--- src/rtl/core/wrm_pkg.sv ---
package wrm_pkg;

  localparam int CHANNELS_DEF    = 2;
  localparam int SAMPLE_BITS_DEF = 24;
  localparam int WINDOW_BITS_DEF = 16;

  localparam int IN_W   = 24;
  localparam int RMS_W  = 24;
  localparam int LEN_W  = 16;
  localparam int DATA_W = 32;
  localparam int ADDR_W = 4;

  localparam logic [15:0] WINDOW_RESET   = 16'd12000;
  localparam logic [1:0]  CHANNELS_RESET = 2'd2;

  localparam logic [1:0] REG_ENABLE   = 2'd0;
  localparam logic [1:0] REG_WINDOW   = 2'd1;
  localparam logic [1:0] REG_CHANNELS = 2'd2;

  typedef enum logic [2:0] {
    ST_IDLE,
    ST_ACC,
    ST_DIV,
    ST_SQRT,
    ST_OUT
  } wrm_state_t;

  typedef struct packed {
    logic load_in;
    logic acc;
    logic div_load;
    logic div_step;
    logic sqrt_step;
    logic out_load;
  } wrm_cmd_t;

  typedef struct packed {
    logic hit;
    logic out_busy;
  } wrm_sts_t;

endpackage

--- src/rtl/core/wrm_in_if.sv ---
interface wrm_in_if import wrm_pkg::*; ();
  logic                    valid;
  logic                    ready;
  logic signed [IN_W-1:0]  sample_left;
  logic signed [IN_W-1:0]  sample_right;

  modport source (output valid, output sample_left, output sample_right, input ready);
  modport sink   (input valid, input sample_left, input sample_right, output ready);
endinterface

--- src/rtl/core/wrm_out_if.sv ---
interface wrm_out_if import wrm_pkg::*; ();
  logic              valid;
  logic              ready;
  logic [RMS_W-1:0]  rms_left;
  logic [RMS_W-1:0]  rms_right;
  logic [LEN_W-1:0]  window_length;

  modport source (output valid, output rms_left, output rms_right, output window_length,
                  input ready);
  modport sink   (input valid, input rms_left, input rms_right, input window_length,
                  output ready);
endinterface

--- src/rtl/core/windowed_rms_meter.sv ---
// Windowed RMS level meter. Takes one stereo Q1.23 frame per request and, while enabled
// with a nonzero window, adds the square of each active channel to a 62-bit sum. A frame
// is taken in one cycle and accumulated in the next, so a new frame is taken only once
// the last is accumulated. When the frame count reaches the window length, the block
// closes the window: a bit-serial restoring divider (one quotient bit per cycle) forms
// sum / count for both channels in parallel, then a digit-by-digit square root (two
// radicand bits per cycle) yields the RMS; input is not taken again until that result
// is loaded, which waits while the previous result is still pending. One result register
// decouples the output side, so new frames are taken while a result waits. Registers:
// enable at 0x0, window length at 0x4, channel count at 0x8 (1 mono, 2 stereo); write
// only while idle.
module windowed_rms_meter import wrm_pkg::*; #(
  parameter int CHANNELS    = CHANNELS_DEF,
  parameter int SAMPLE_BITS = SAMPLE_BITS_DEF,
  parameter int WINDOW_BITS = WINDOW_BITS_DEF
) (
  input  logic              clk,
  input  logic              rst_n,
  wrm_in_if.sink            in_ch,
  wrm_out_if.source         out_ch,
  input  logic              psel,
  input  logic              penable,
  input  logic              pwrite,
  input  logic [ADDR_W-1:0] paddr,
  input  logic [DATA_W-1:0] pwdata,
  output logic [DATA_W-1:0] prdata,
  output logic              pready
);

  logic                   enable_r;
  logic [WINDOW_BITS-1:0] window_r;
  logic [1:0]             chan_r;
  logic                   cfg_wr;
  logic                   stereo;
  logic                   active;
  logic                   in_ready;
  wrm_cmd_t               cmd;
  wrm_sts_t               sts;

  assign pready = 1'b1;
  assign cfg_wr = psel && penable && pwrite;

  always_ff @(posedge clk) begin
    if (!rst_n) begin
      enable_r <= 1'b0;
      window_r <= WINDOW_RESET[WINDOW_BITS-1:0];
      chan_r   <= CHANNELS_RESET;
    end else if (cfg_wr) begin
      unique case (paddr[3:2])
        REG_ENABLE:   enable_r <= pwdata[0];
        REG_WINDOW:   window_r <= pwdata[WINDOW_BITS-1:0];
        REG_CHANNELS: chan_r   <= pwdata[1:0];
        default: ;
      endcase
    end
  end

  always_comb begin
    unique case (paddr[3:2])
      REG_ENABLE:   prdata = DATA_W'(enable_r);
      REG_WINDOW:   prdata = DATA_W'(window_r);
      REG_CHANNELS: prdata = DATA_W'(chan_r);
      default:      prdata = '0;
    endcase
  end

  assign stereo      = (CHANNELS > 1) && chan_r[1];
  assign active      = enable_r && (window_r != '0);
  assign in_ch.ready = in_ready;

  wrm_ctrl #(
    .SAMPLE_BITS (SAMPLE_BITS),
    .WINDOW_BITS (WINDOW_BITS)
  ) u_ctrl (
    .clk      (clk),
    .rst_n    (rst_n),
    .in_valid (in_ch.valid),
    .active   (active),
    .sts      (sts),
    .in_ready (in_ready),
    .cmd      (cmd)
  );

  wrm_datapath #(
    .CHANNELS    (CHANNELS),
    .SAMPLE_BITS (SAMPLE_BITS),
    .WINDOW_BITS (WINDOW_BITS)
  ) u_datapath (
    .clk          (clk),
    .rst_n        (rst_n),
    .cmd          (cmd),
    .stereo       (stereo),
    .window       (window_r),
    .sample_left  (in_ch.sample_left),
    .sample_right (in_ch.sample_right),
    .sts          (sts),
    .out_ch       (out_ch)
  );

`ifndef SYNTH
  localparam logic [RMS_W-1:0] RMS_MAX = RMS_W'(1) << (SAMPLE_BITS - 1);

  a_len_nonzero: assert property (@(posedge clk) disable iff (!rst_n)
    out_ch.valid |-> out_ch.window_length != '0)
    else $error("result with zero window length");

  a_rms_range: assert property (@(posedge clk) disable iff (!rst_n)
    out_ch.valid |-> (out_ch.rms_left <= RMS_MAX) && (out_ch.rms_right <= RMS_MAX))
    else $error("rms out of range");

  a_no_overwrite: assert property (@(posedge clk) disable iff (!rst_n)
    cmd.out_load |-> !(out_ch.valid && !out_ch.ready))
    else $error("pending result overwritten");
`endif

endmodule

--- src/rtl/core/wrm_ctrl.sv ---
module wrm_ctrl import wrm_pkg::*; #(
  parameter int SAMPLE_BITS = SAMPLE_BITS_DEF,
  parameter int WINDOW_BITS = WINDOW_BITS_DEF
) (
  input  logic     clk,
  input  logic     rst_n,
  input  logic     in_valid,
  input  logic     active,
  input  wrm_sts_t sts,
  output logic     in_ready,
  output wrm_cmd_t cmd
);

  localparam int SUM_W  = 2 * SAMPLE_BITS + WINDOW_BITS - 2;
  localparam int ROOT_W = (SUM_W + 1) / 2;
  localparam int RAD_W  = 2 * ROOT_W;
  localparam int STEP_W = $clog2(RAD_W);

  localparam logic [STEP_W-1:0] DIV_LAST  = STEP_W'(RAD_W - 1);
  localparam logic [STEP_W-1:0] SQRT_LAST = STEP_W'(ROOT_W - 1);

  wrm_state_t        state_r, state_nxt;
  logic [STEP_W-1:0] step_r, step_nxt;

  always_ff @(posedge clk) begin
    if (!rst_n) begin
      state_r <= ST_IDLE;
      step_r  <= '0;
    end else begin
      state_r <= state_nxt;
      step_r  <= step_nxt;
    end
  end

  always_comb begin
    state_nxt = state_r;
    step_nxt  = step_r;
    unique case (state_r)
      ST_IDLE: begin
        if (in_valid && active) state_nxt = ST_ACC;
      end
      ST_ACC: begin
        step_nxt = '0;
        if (sts.hit) state_nxt = ST_DIV;
        else         state_nxt = ST_IDLE;
      end
      ST_DIV: begin
        if (step_r == DIV_LAST) begin
          state_nxt = ST_SQRT;
          step_nxt  = '0;
        end else begin
          step_nxt = step_r + STEP_W'(1);
        end
      end
      ST_SQRT: begin
        if (step_r == SQRT_LAST) begin
          state_nxt = ST_OUT;
          step_nxt  = '0;
        end else begin
          step_nxt = step_r + STEP_W'(1);
        end
      end
      ST_OUT: begin
        if (!sts.out_busy) state_nxt = ST_IDLE;
      end
      default: begin
        state_nxt = ST_IDLE;
      end
    endcase
  end

  always_comb begin
    in_ready      = (state_r == ST_IDLE);
    cmd.load_in   = (state_r == ST_IDLE) && in_valid;
    cmd.acc       = (state_r == ST_ACC);
    cmd.div_load  = (state_r == ST_ACC) && sts.hit;
    cmd.div_step  = (state_r == ST_DIV);
    cmd.sqrt_step = (state_r == ST_SQRT);
    cmd.out_load  = (state_r == ST_OUT) && !sts.out_busy;
  end

endmodule

--- src/rtl/core/wrm_datapath.sv ---
module wrm_datapath import wrm_pkg::*; #(
  parameter int CHANNELS    = CHANNELS_DEF,
  parameter int SAMPLE_BITS = SAMPLE_BITS_DEF,
  parameter int WINDOW_BITS = WINDOW_BITS_DEF
) (
  input  logic                   clk,
  input  logic                   rst_n,
  input  wrm_cmd_t               cmd,
  input  logic                   stereo,
  input  logic [WINDOW_BITS-1:0] window,
  input  logic [IN_W-1:0]        sample_left,
  input  logic [IN_W-1:0]        sample_right,
  output wrm_sts_t               sts,
  wrm_out_if.source              out_ch
);

  localparam int SQ_W   = 2 * SAMPLE_BITS;
  localparam int SUM_W  = 2 * SAMPLE_BITS + WINDOW_BITS - 2;
  localparam int ROOT_W = (SUM_W + 1) / 2;
  localparam int RAD_W  = 2 * ROOT_W;
  localparam int SREM_W = ROOT_W + 2;

  logic [SAMPLE_BITS-1:0] samp_l_r, samp_r_r;
  logic                   stereo_r;
  logic [WINDOW_BITS-1:0] count_r, count_inc, n_r;
  logic [ROOT_W-1:0]      root_w [CHANNELS];
  logic [ROOT_W-1:0]      root_right;
  logic                   out_valid_r;
  logic [RMS_W-1:0]       rms_left_r, rms_right_r;
  logic [LEN_W-1:0]       len_r;

  always_ff @(posedge clk) begin
    if (cmd.load_in) begin
      samp_l_r <= sample_left[SAMPLE_BITS-1:0];
      samp_r_r <= sample_right[SAMPLE_BITS-1:0];
      stereo_r <= stereo;
    end
    if (cmd.div_load) n_r <= count_inc;
  end

  assign count_inc = count_r + WINDOW_BITS'(1);
  assign sts.hit   = (count_inc >= window);

  always_ff @(posedge clk) begin
    if (!rst_n) begin
      count_r <= '0;
    end else if (cmd.acc) begin
      count_r <= cmd.div_load ? '0 : count_inc;
    end
  end

  for (genvar c = 0; c < CHANNELS; c++) begin : g_lane
    logic [SAMPLE_BITS-1:0] samp, mag;
    logic [SQ_W-1:0]        sq;
    logic                   lane_en;
    logic [SUM_W-1:0]       sum_r, sum_nxt;
    logic [RAD_W-1:0]       q_r;
    logic [WINDOW_BITS-1:0] drem_r;
    logic [WINDOW_BITS:0]   dtry, ddiff;
    logic [SREM_W-1:0]      srem_r, stry, strial;
    logic [ROOT_W-1:0]      root_r;

    assign samp    = (c == 0) ? samp_l_r : samp_r_r;
    assign mag     = samp[SAMPLE_BITS-1] ? (~samp + SAMPLE_BITS'(1)) : samp;
    assign sq      = SQ_W'(mag) * SQ_W'(mag);
    assign lane_en = (c == 0) || stereo_r;
    assign sum_nxt = lane_en ? (sum_r + SUM_W'(sq)) : sum_r;

    assign dtry   = {drem_r, q_r[RAD_W-1]};
    assign ddiff  = dtry - {1'b0, n_r};
    assign stry   = {srem_r[SREM_W-3:0], q_r[RAD_W-1 -: 2]};
    assign strial = {root_r, 2'b01};

    always_ff @(posedge clk) begin
      if (!rst_n) begin
        sum_r <= '0;
      end else if (cmd.acc) begin
        sum_r <= cmd.div_load ? '0 : sum_nxt;
      end
    end

    always_ff @(posedge clk) begin
      if (cmd.div_load) begin
        q_r    <= RAD_W'(sum_nxt);
        drem_r <= '0;
        srem_r <= '0;
        root_r <= '0;
      end else if (cmd.div_step) begin
        if (dtry >= {1'b0, n_r}) begin
          drem_r <= ddiff[WINDOW_BITS-1:0];
          q_r    <= {q_r[RAD_W-2:0], 1'b1};
        end else begin
          drem_r <= dtry[WINDOW_BITS-1:0];
          q_r    <= {q_r[RAD_W-2:0], 1'b0};
        end
      end else if (cmd.sqrt_step) begin
        q_r <= {q_r[RAD_W-3:0], 2'b00};
        if (stry >= strial) begin
          srem_r <= stry - strial;
          root_r <= {root_r[ROOT_W-2:0], 1'b1};
        end else begin
          srem_r <= stry;
          root_r <= {root_r[ROOT_W-2:0], 1'b0};
        end
      end
    end

    assign root_w[c] = root_r;
  end

  if (CHANNELS > 1) begin : g_right
    assign root_right = stereo_r ? root_w[1] : '0;
  end else begin : g_mono
    assign root_right = '0;
  end

  always_ff @(posedge clk) begin
    if (!rst_n) begin
      out_valid_r <= 1'b0;
    end else if (cmd.out_load) begin
      out_valid_r <= 1'b1;
    end else if (out_ch.ready) begin
      out_valid_r <= 1'b0;
    end
  end

  always_ff @(posedge clk) begin
    if (cmd.out_load) begin
      rms_left_r  <= RMS_W'(root_w[0]);
      rms_right_r <= RMS_W'(root_right);
      len_r       <= LEN_W'(n_r);
    end
  end

  assign sts.out_busy         = out_valid_r && !out_ch.ready;
  assign out_ch.valid         = out_valid_r;
  assign out_ch.rms_left      = rms_left_r;
  assign out_ch.rms_right     = rms_right_r;
  assign out_ch.window_length = len_r;

endmodule
--- src/flat_wrapper.sv ---
// flat-port wrapper written by rule: the top's interface ports become plain ports
module windowed_rms_meter_flat import wrm_pkg::*;
#(
  parameter int CHANNELS    = CHANNELS_DEF,
  parameter int SAMPLE_BITS = SAMPLE_BITS_DEF,
  parameter int WINDOW_BITS = WINDOW_BITS_DEF
)
  (clk, rst_n, psel, penable, pwrite, paddr, pwdata, prdata, pready, in_ch_valid, in_ch_sample_left, in_ch_sample_right, in_ch_ready, out_ch_valid, out_ch_rms_left, out_ch_rms_right, out_ch_window_length, out_ch_ready);
  wrm_in_if in_ch_i ();
  wrm_out_if out_ch_i ();
  input  logic clk;
  input  logic rst_n;
  input  logic psel;
  input  logic penable;
  input  logic pwrite;
  input  logic [ADDR_W-1:0] paddr;
  input  logic [DATA_W-1:0] pwdata;
  output logic [DATA_W-1:0] prdata;
  output logic pready;
  input wire logic [$bits(in_ch_i.valid)-1:0] in_ch_valid;
  input wire logic [$bits(in_ch_i.sample_left)-1:0] in_ch_sample_left;
  input wire logic [$bits(in_ch_i.sample_right)-1:0] in_ch_sample_right;
  output wire logic [$bits(in_ch_i.ready)-1:0] in_ch_ready;
  output wire logic [$bits(out_ch_i.valid)-1:0] out_ch_valid;
  output wire logic [$bits(out_ch_i.rms_left)-1:0] out_ch_rms_left;
  output wire logic [$bits(out_ch_i.rms_right)-1:0] out_ch_rms_right;
  output wire logic [$bits(out_ch_i.window_length)-1:0] out_ch_window_length;
  input wire logic [$bits(out_ch_i.ready)-1:0] out_ch_ready;
  assign in_ch_i.valid = in_ch_valid;
  assign in_ch_i.sample_left = in_ch_sample_left;
  assign in_ch_i.sample_right = in_ch_sample_right;
  assign in_ch_ready = in_ch_i.ready;
  assign out_ch_valid = out_ch_i.valid;
  assign out_ch_rms_left = out_ch_i.rms_left;
  assign out_ch_rms_right = out_ch_i.rms_right;
  assign out_ch_window_length = out_ch_i.window_length;
  assign out_ch_i.ready = out_ch_ready;
  windowed_rms_meter #(.CHANNELS(CHANNELS), .SAMPLE_BITS(SAMPLE_BITS), .WINDOW_BITS(WINDOW_BITS)) u_core (.clk(clk), .rst_n(rst_n), .in_ch(in_ch_i), .out_ch(out_ch_i), .psel(psel), .penable(penable), .pwrite(pwrite), .paddr(paddr), .pwdata(pwdata), .prdata(prdata), .pready(pready));
endmodule
--- config.mk ---
export PLATFORM = sky130hd
export DESIGN_NAME = windowed_rms_meter_flat
export DESIGN_NICKNAME = d
export VERILOG_FILES = /design/src/rtl/core/wrm_pkg.sv /design/src/rtl/core/wrm_in_if.sv /design/src/rtl/core/wrm_out_if.sv /design/src/rtl/core/windowed_rms_meter.sv /design/src/rtl/core/wrm_ctrl.sv /design/src/rtl/core/wrm_datapath.sv /design/src/flat_wrapper.sv
export SDC_FILE = /design/constraint.sdc
export NUM_CORES = 2
export LEC_CHECK = 0
export ABC_AREA = 1
export ABC_CLOCK_PERIOD_IN_PS = 7850
export CAP_MARGIN = 20
export CORE_MARGIN = 2
export CORE_UTILIZATION = 55
export DETAILED_ROUTE_END_ITERATION = 7
export DONT_BUFFER_PORTS = 1
export PLACE_DENSITY = 0.73
export SLEW_MARGIN = 20
export SYNTH_ARGS = -nofsm -noshare
export SYNTH_HDL_FRONTEND = slang
export SYNTH_HIERARCHICAL = 1
export SYNTH_SLANG_ARGS = --single-unit
--- constraint.sdc ---
create_clock -name clk -period 7.85 [get_ports clk]
set_clock_uncertainty 0.1 [all_clocks]
set_input_delay 0.785 -clock clk [delete_from_list [all_inputs] [get_ports clk]]
set_output_delay 0.785 -clock clk [all_outputs]
set_load 0.01 [all_outputs]
==> impl_metrics.csv <==
group,metric,value,unit
logic_synthesis,yosys_warnings,6,
sta,post-route-period-util,1.02,
route,post-route-drc-count,0,
worst_setup_path,reg2reg_slack,-0.16,ns
status,violations,"setup timing",
floorplan,die_area,129000,um2
logic_synthesis,synthMuxAreaShare,0,
floorplan,coreArea,125000,um2
global_routing,grt_overflow,0,
clocking,clock_latency,0.68,ns
worst_setup_path,start_kind,"register",
worst_setup_path,crit_top_cell,"fa_1",
route,via_per_inst,5.43,
clocking,clkTransAtPathRegs,0.07,ns
sta,hold_viol,0,
logic_synthesis,synth_flop_cell,"dfxtp_1",
sta,fin_tns_setup,-1.59,ns
sta,final.setup.worst_slack,-0.157,ns
logic_synthesis,ys_ff_latch,578,
logic_synthesis,synth.avg_cell_area,7.72,um2
clocking,cts_buffers,70,
sta,rsz0062_at_grt,"true",
final_layout,drive_gt1_frac,0.199,
global_routing,antenna_found_initial,3,
route,vias,61200,
sta,max-slew-margin-rel,0.260,
sta,fin_hold_ws,0.0999,ns
route,drtAntennaViolNets,0,
global_routing,grt_max_degree,125,
logic_synthesis,synth_cell_types,64,
final_layout,postLayoutCoreUtil,0.668,
logic_synthesis,synth-xor-area-share,0.0181,
worst_setup_path,end_kind,"register",
sta,finalSetupViolations,33,
route,firstDrtPassIters,6,
logic_synthesis,synth_top_family_by_area,"adder cells",
global_routing,grt_pass1_wl,319000,um
worst_setup_path,critical_path_class,"reg2reg",
worst_setup_path,cp_slowest_cell,"fa_1",
final_layout,nets,11100,
logic_synthesis,synth_compound_area_frac,0.0787,
sta,worst_pin_slew,1.11,ns
final_layout,area_growth,20.9,%
floorplan,start_util,0.553,
placement,place_hpwl,159000,um
clocking,cts_tree,"built",
status,outcome,"finished, violations left",
logic_synthesis,syn_area,69300,um2
worst_setup_path,cpPeakStageDelay,0.59,ns
global_routing,grt_pass1_vias,60900,
floorplan,ios,190,
worst_setup_path,worstPathMaxFanout,9,
placement,place_congestion,1.01,
logic_synthesis,synthCells,8966,
floorplan,die_h,359,um
logic_synthesis,yosysSeqAreaShare,0.204,
worst_setup_path,critical_path.startpoint,"u_core/u_datapath/g_lane[0].samp[0]",
sta,max_freq,125,MHz
worst_setup_path,crit_arrival,8.29,ns
clocking,htree_levels,3,
logic_synthesis,synth-edff-count,253,
worst_setup_path,cp-endpoint,"u_core/u_datapath/g_lane[0].q_r[29]",
clocking,cts-root-buf,"clkbuf_16",
logic_synthesis,async_flop_share,0,
clocking,clkSinkCount,578,
sta,finalCriticalPeriod,8.01,ns
run,drv_cap,0,
placement,portBuffers,0,
worst_setup_path,cp.required,8.13,ns
global_routing,track_usage,0.309,
route,wire_per_inst,18.2,um
hold_path,hold_class,"in2reg",
route,drt-initial-drc-count,5113,
worst_setup_path,r2r_end,"u_core/u_datapath/g_lane[0].q_r[29]",
worst_setup_path,rr_worst_depth,32,
logic_synthesis,synth_simple_gate_area_frac,0.217,
floorplan,num_rows,130,
clocking,clockBufferDepth,3,
route,routed_wl,205000,um
floorplan,die_width,359,um
final_layout,design_area,83700,um2
logic_synthesis,synthAdderAreaFrac,0.356,
sta,finalMaxSlewViolations,0,
worst_setup_path,r2r-start,"u_core/u_datapath/g_lane[0].samp[0]",
placement,dpl_cell_area,75400,um2
metrics by stage:
step / setup slack [ns] / std cells
after floorplan: 0.0397 / 9014
after global placement: -0.201 / 11000
after detailed placement: -0.352 / 11000
after CTS: -0.0182 / 11200
after global routing: -0.385 / 11300
final: -0.157 / 11300
what timing repair did:
action,in CTS,in global routing
setup endpoints to repair,175,199
pin swaps,37,400
hold buffers,0,0
gates cloned,2,0
setup buffers,14,94
gates resized for setup,257,1136
flip-flops by register name, indices dropped and copies added, names as in the netlist:
name,flops
u_core/u_datapath/out_ch.valid,1
u_core/u_ctrl/state_r,3
u_core/u_datapath/g_lane.q_r,124
u_core/u_datapath/count_r,16
u_core/window_r,16
u_core/u_datapath/g_lane.sum_r,124
u_core/enable_r,1
u_core/chan_r,2
u_core/u_datapath/g_lane.root_r,62
u_core/u_datapath/n_r,16
u_core/u_datapath/g_lane.samp,48
u_core/u_datapath/g_lane.drem_r,32
u_core/u_datapath/out_ch.rms_left,24
u_core/u_ctrl/step_r,6
u_core/u_datapath/g_lane.srem_r,62
u_core/u_datapath/out_ch.window_length,16
u_core/u_datapath/g_lane.lane_en,1
u_core/u_datapath/out_ch.rms_right,24
synth_stat cells, types with 23 or more instances:
cell type	count	area (um2)
a21oi_1	516	2580
a22oi_1	40	300
buf_1	29	109
buf_2	46	230
buf_4	23	173
clkbuf_1	156	586
dfxtp_1	325	6510
edfxtp_1	253	7600
fa_1	936	18700
ha_1	473	5920
inv_1	1960	7360
inv_2	24	90.1
nand2_1	2088	7840
nand3_1	443	2220
nand3b_1	81	608
nand4_1	60	375
nor2_1	751	2820
nor3_1	38	190
o211ai_1	40	300
o21ai_0	266	1330
or2_2	37	231
xnor2_1	77	674
xor2_1	59	517
layer usage:
metal  GRT usage  routed length [um]  vias to the layer above
met2       0.500               96100                     2365
met5           0                  13                        -
met4      0.0898                5990                        2
met1       0.429               85800                    29800
met3      0.0524               17200                      396
li1            -                   -                    28700
worst max-delay path, delay by kind of cell (launching register included):
family	cells	cell delay [ns]
buffers and inverters	8	0.94
DFF	1	0.42
adders and majority gates	8	3.93
AOI/OAI and AO/OA	5	0.88
and+or+nand+nor	11	1.43
cells in the final DEF (no fill, tap or decap), drive strengths merged, types with 4 or more instances in the layout:
cell,Yosys,layout
o21bai,23,23
nor3,43,43
dfxtp,325,325
xnor2,78,78
a21oi,517,517
o221ai,21,21
clkinvlp,0,8
and2,4,4
a22oi,40,40
nand3b,81,81
fa,936,936
a21o,19,19
xor2,61,61
o211ai,41,41
clkbuf,156,93
o21a,17,17
clkinv,13,29
o21ai,278,278
nor4,15,15
conb,4,52
or2,39,39
o22ai,4,4
ha,473,473
inv,1987,1997
nor2,774,774
edfxtp,253,253
nand3,453,453
a31o,4,4
buf,110,750
a21boi,8,8
nand4,60,60
nand2,2111,2112
how the worst min path moves through the flow:
stage | start | end | slack, ns | depth (start not counted)
floorplan | u_core/chan_r[1] | u_core/u_datapath/g_lane[1].lane_en | 0.32 | 0
global placement | u_core/u_datapath/n_r[6] | u_core/u_datapath/out_ch.window_length[6] | 0.34 | 0
detailed placement | u_core/u_datapath/g_lane[0].root_r[4] | u_core/u_datapath/out_ch.rms_left[4] | 0.33 | 0
CTS | in_ch_sample_right[4] | u_core/u_datapath/g_lane[1].samp[4] | 0.07 | 0
global route | in_ch_sample_right[4] | u_core/u_datapath/g_lane[1].samp[4] | 0.09 | 0
finish | in_ch_sample_left[21] | u_core/u_datapath/g_lane[0].samp[21] | 0.1 | 0
cell families after synthesis:
kind of cell / after synthesis
compound gates: 982
xor+xnor: 139
other cells: 4
fa+ha+maj: 1409
buf+inv: 2266
flops: 578
simple gates: 3588
layout make-up:
cell class / instances / area, um2
Antenna cell: 2 / 5.00
Clock buffer: 93 / 1980
Clock inverter: 36 / 367
Fill cell: 10100 / 41500
Inverter: 2000 / 7600
Multi-Input combinational cell: 6171 / 51200
Sequential cell: 578 / 14100
Tap cell: 1650 / 2060
Timing Repair Buffer: 750 / 6330
Timing Repair inverter: 1 / 11.3
Power is left out: the tool's default activity adds up to more than one toggle a clock period on the data nets, which glitch-free logic cannot reach.
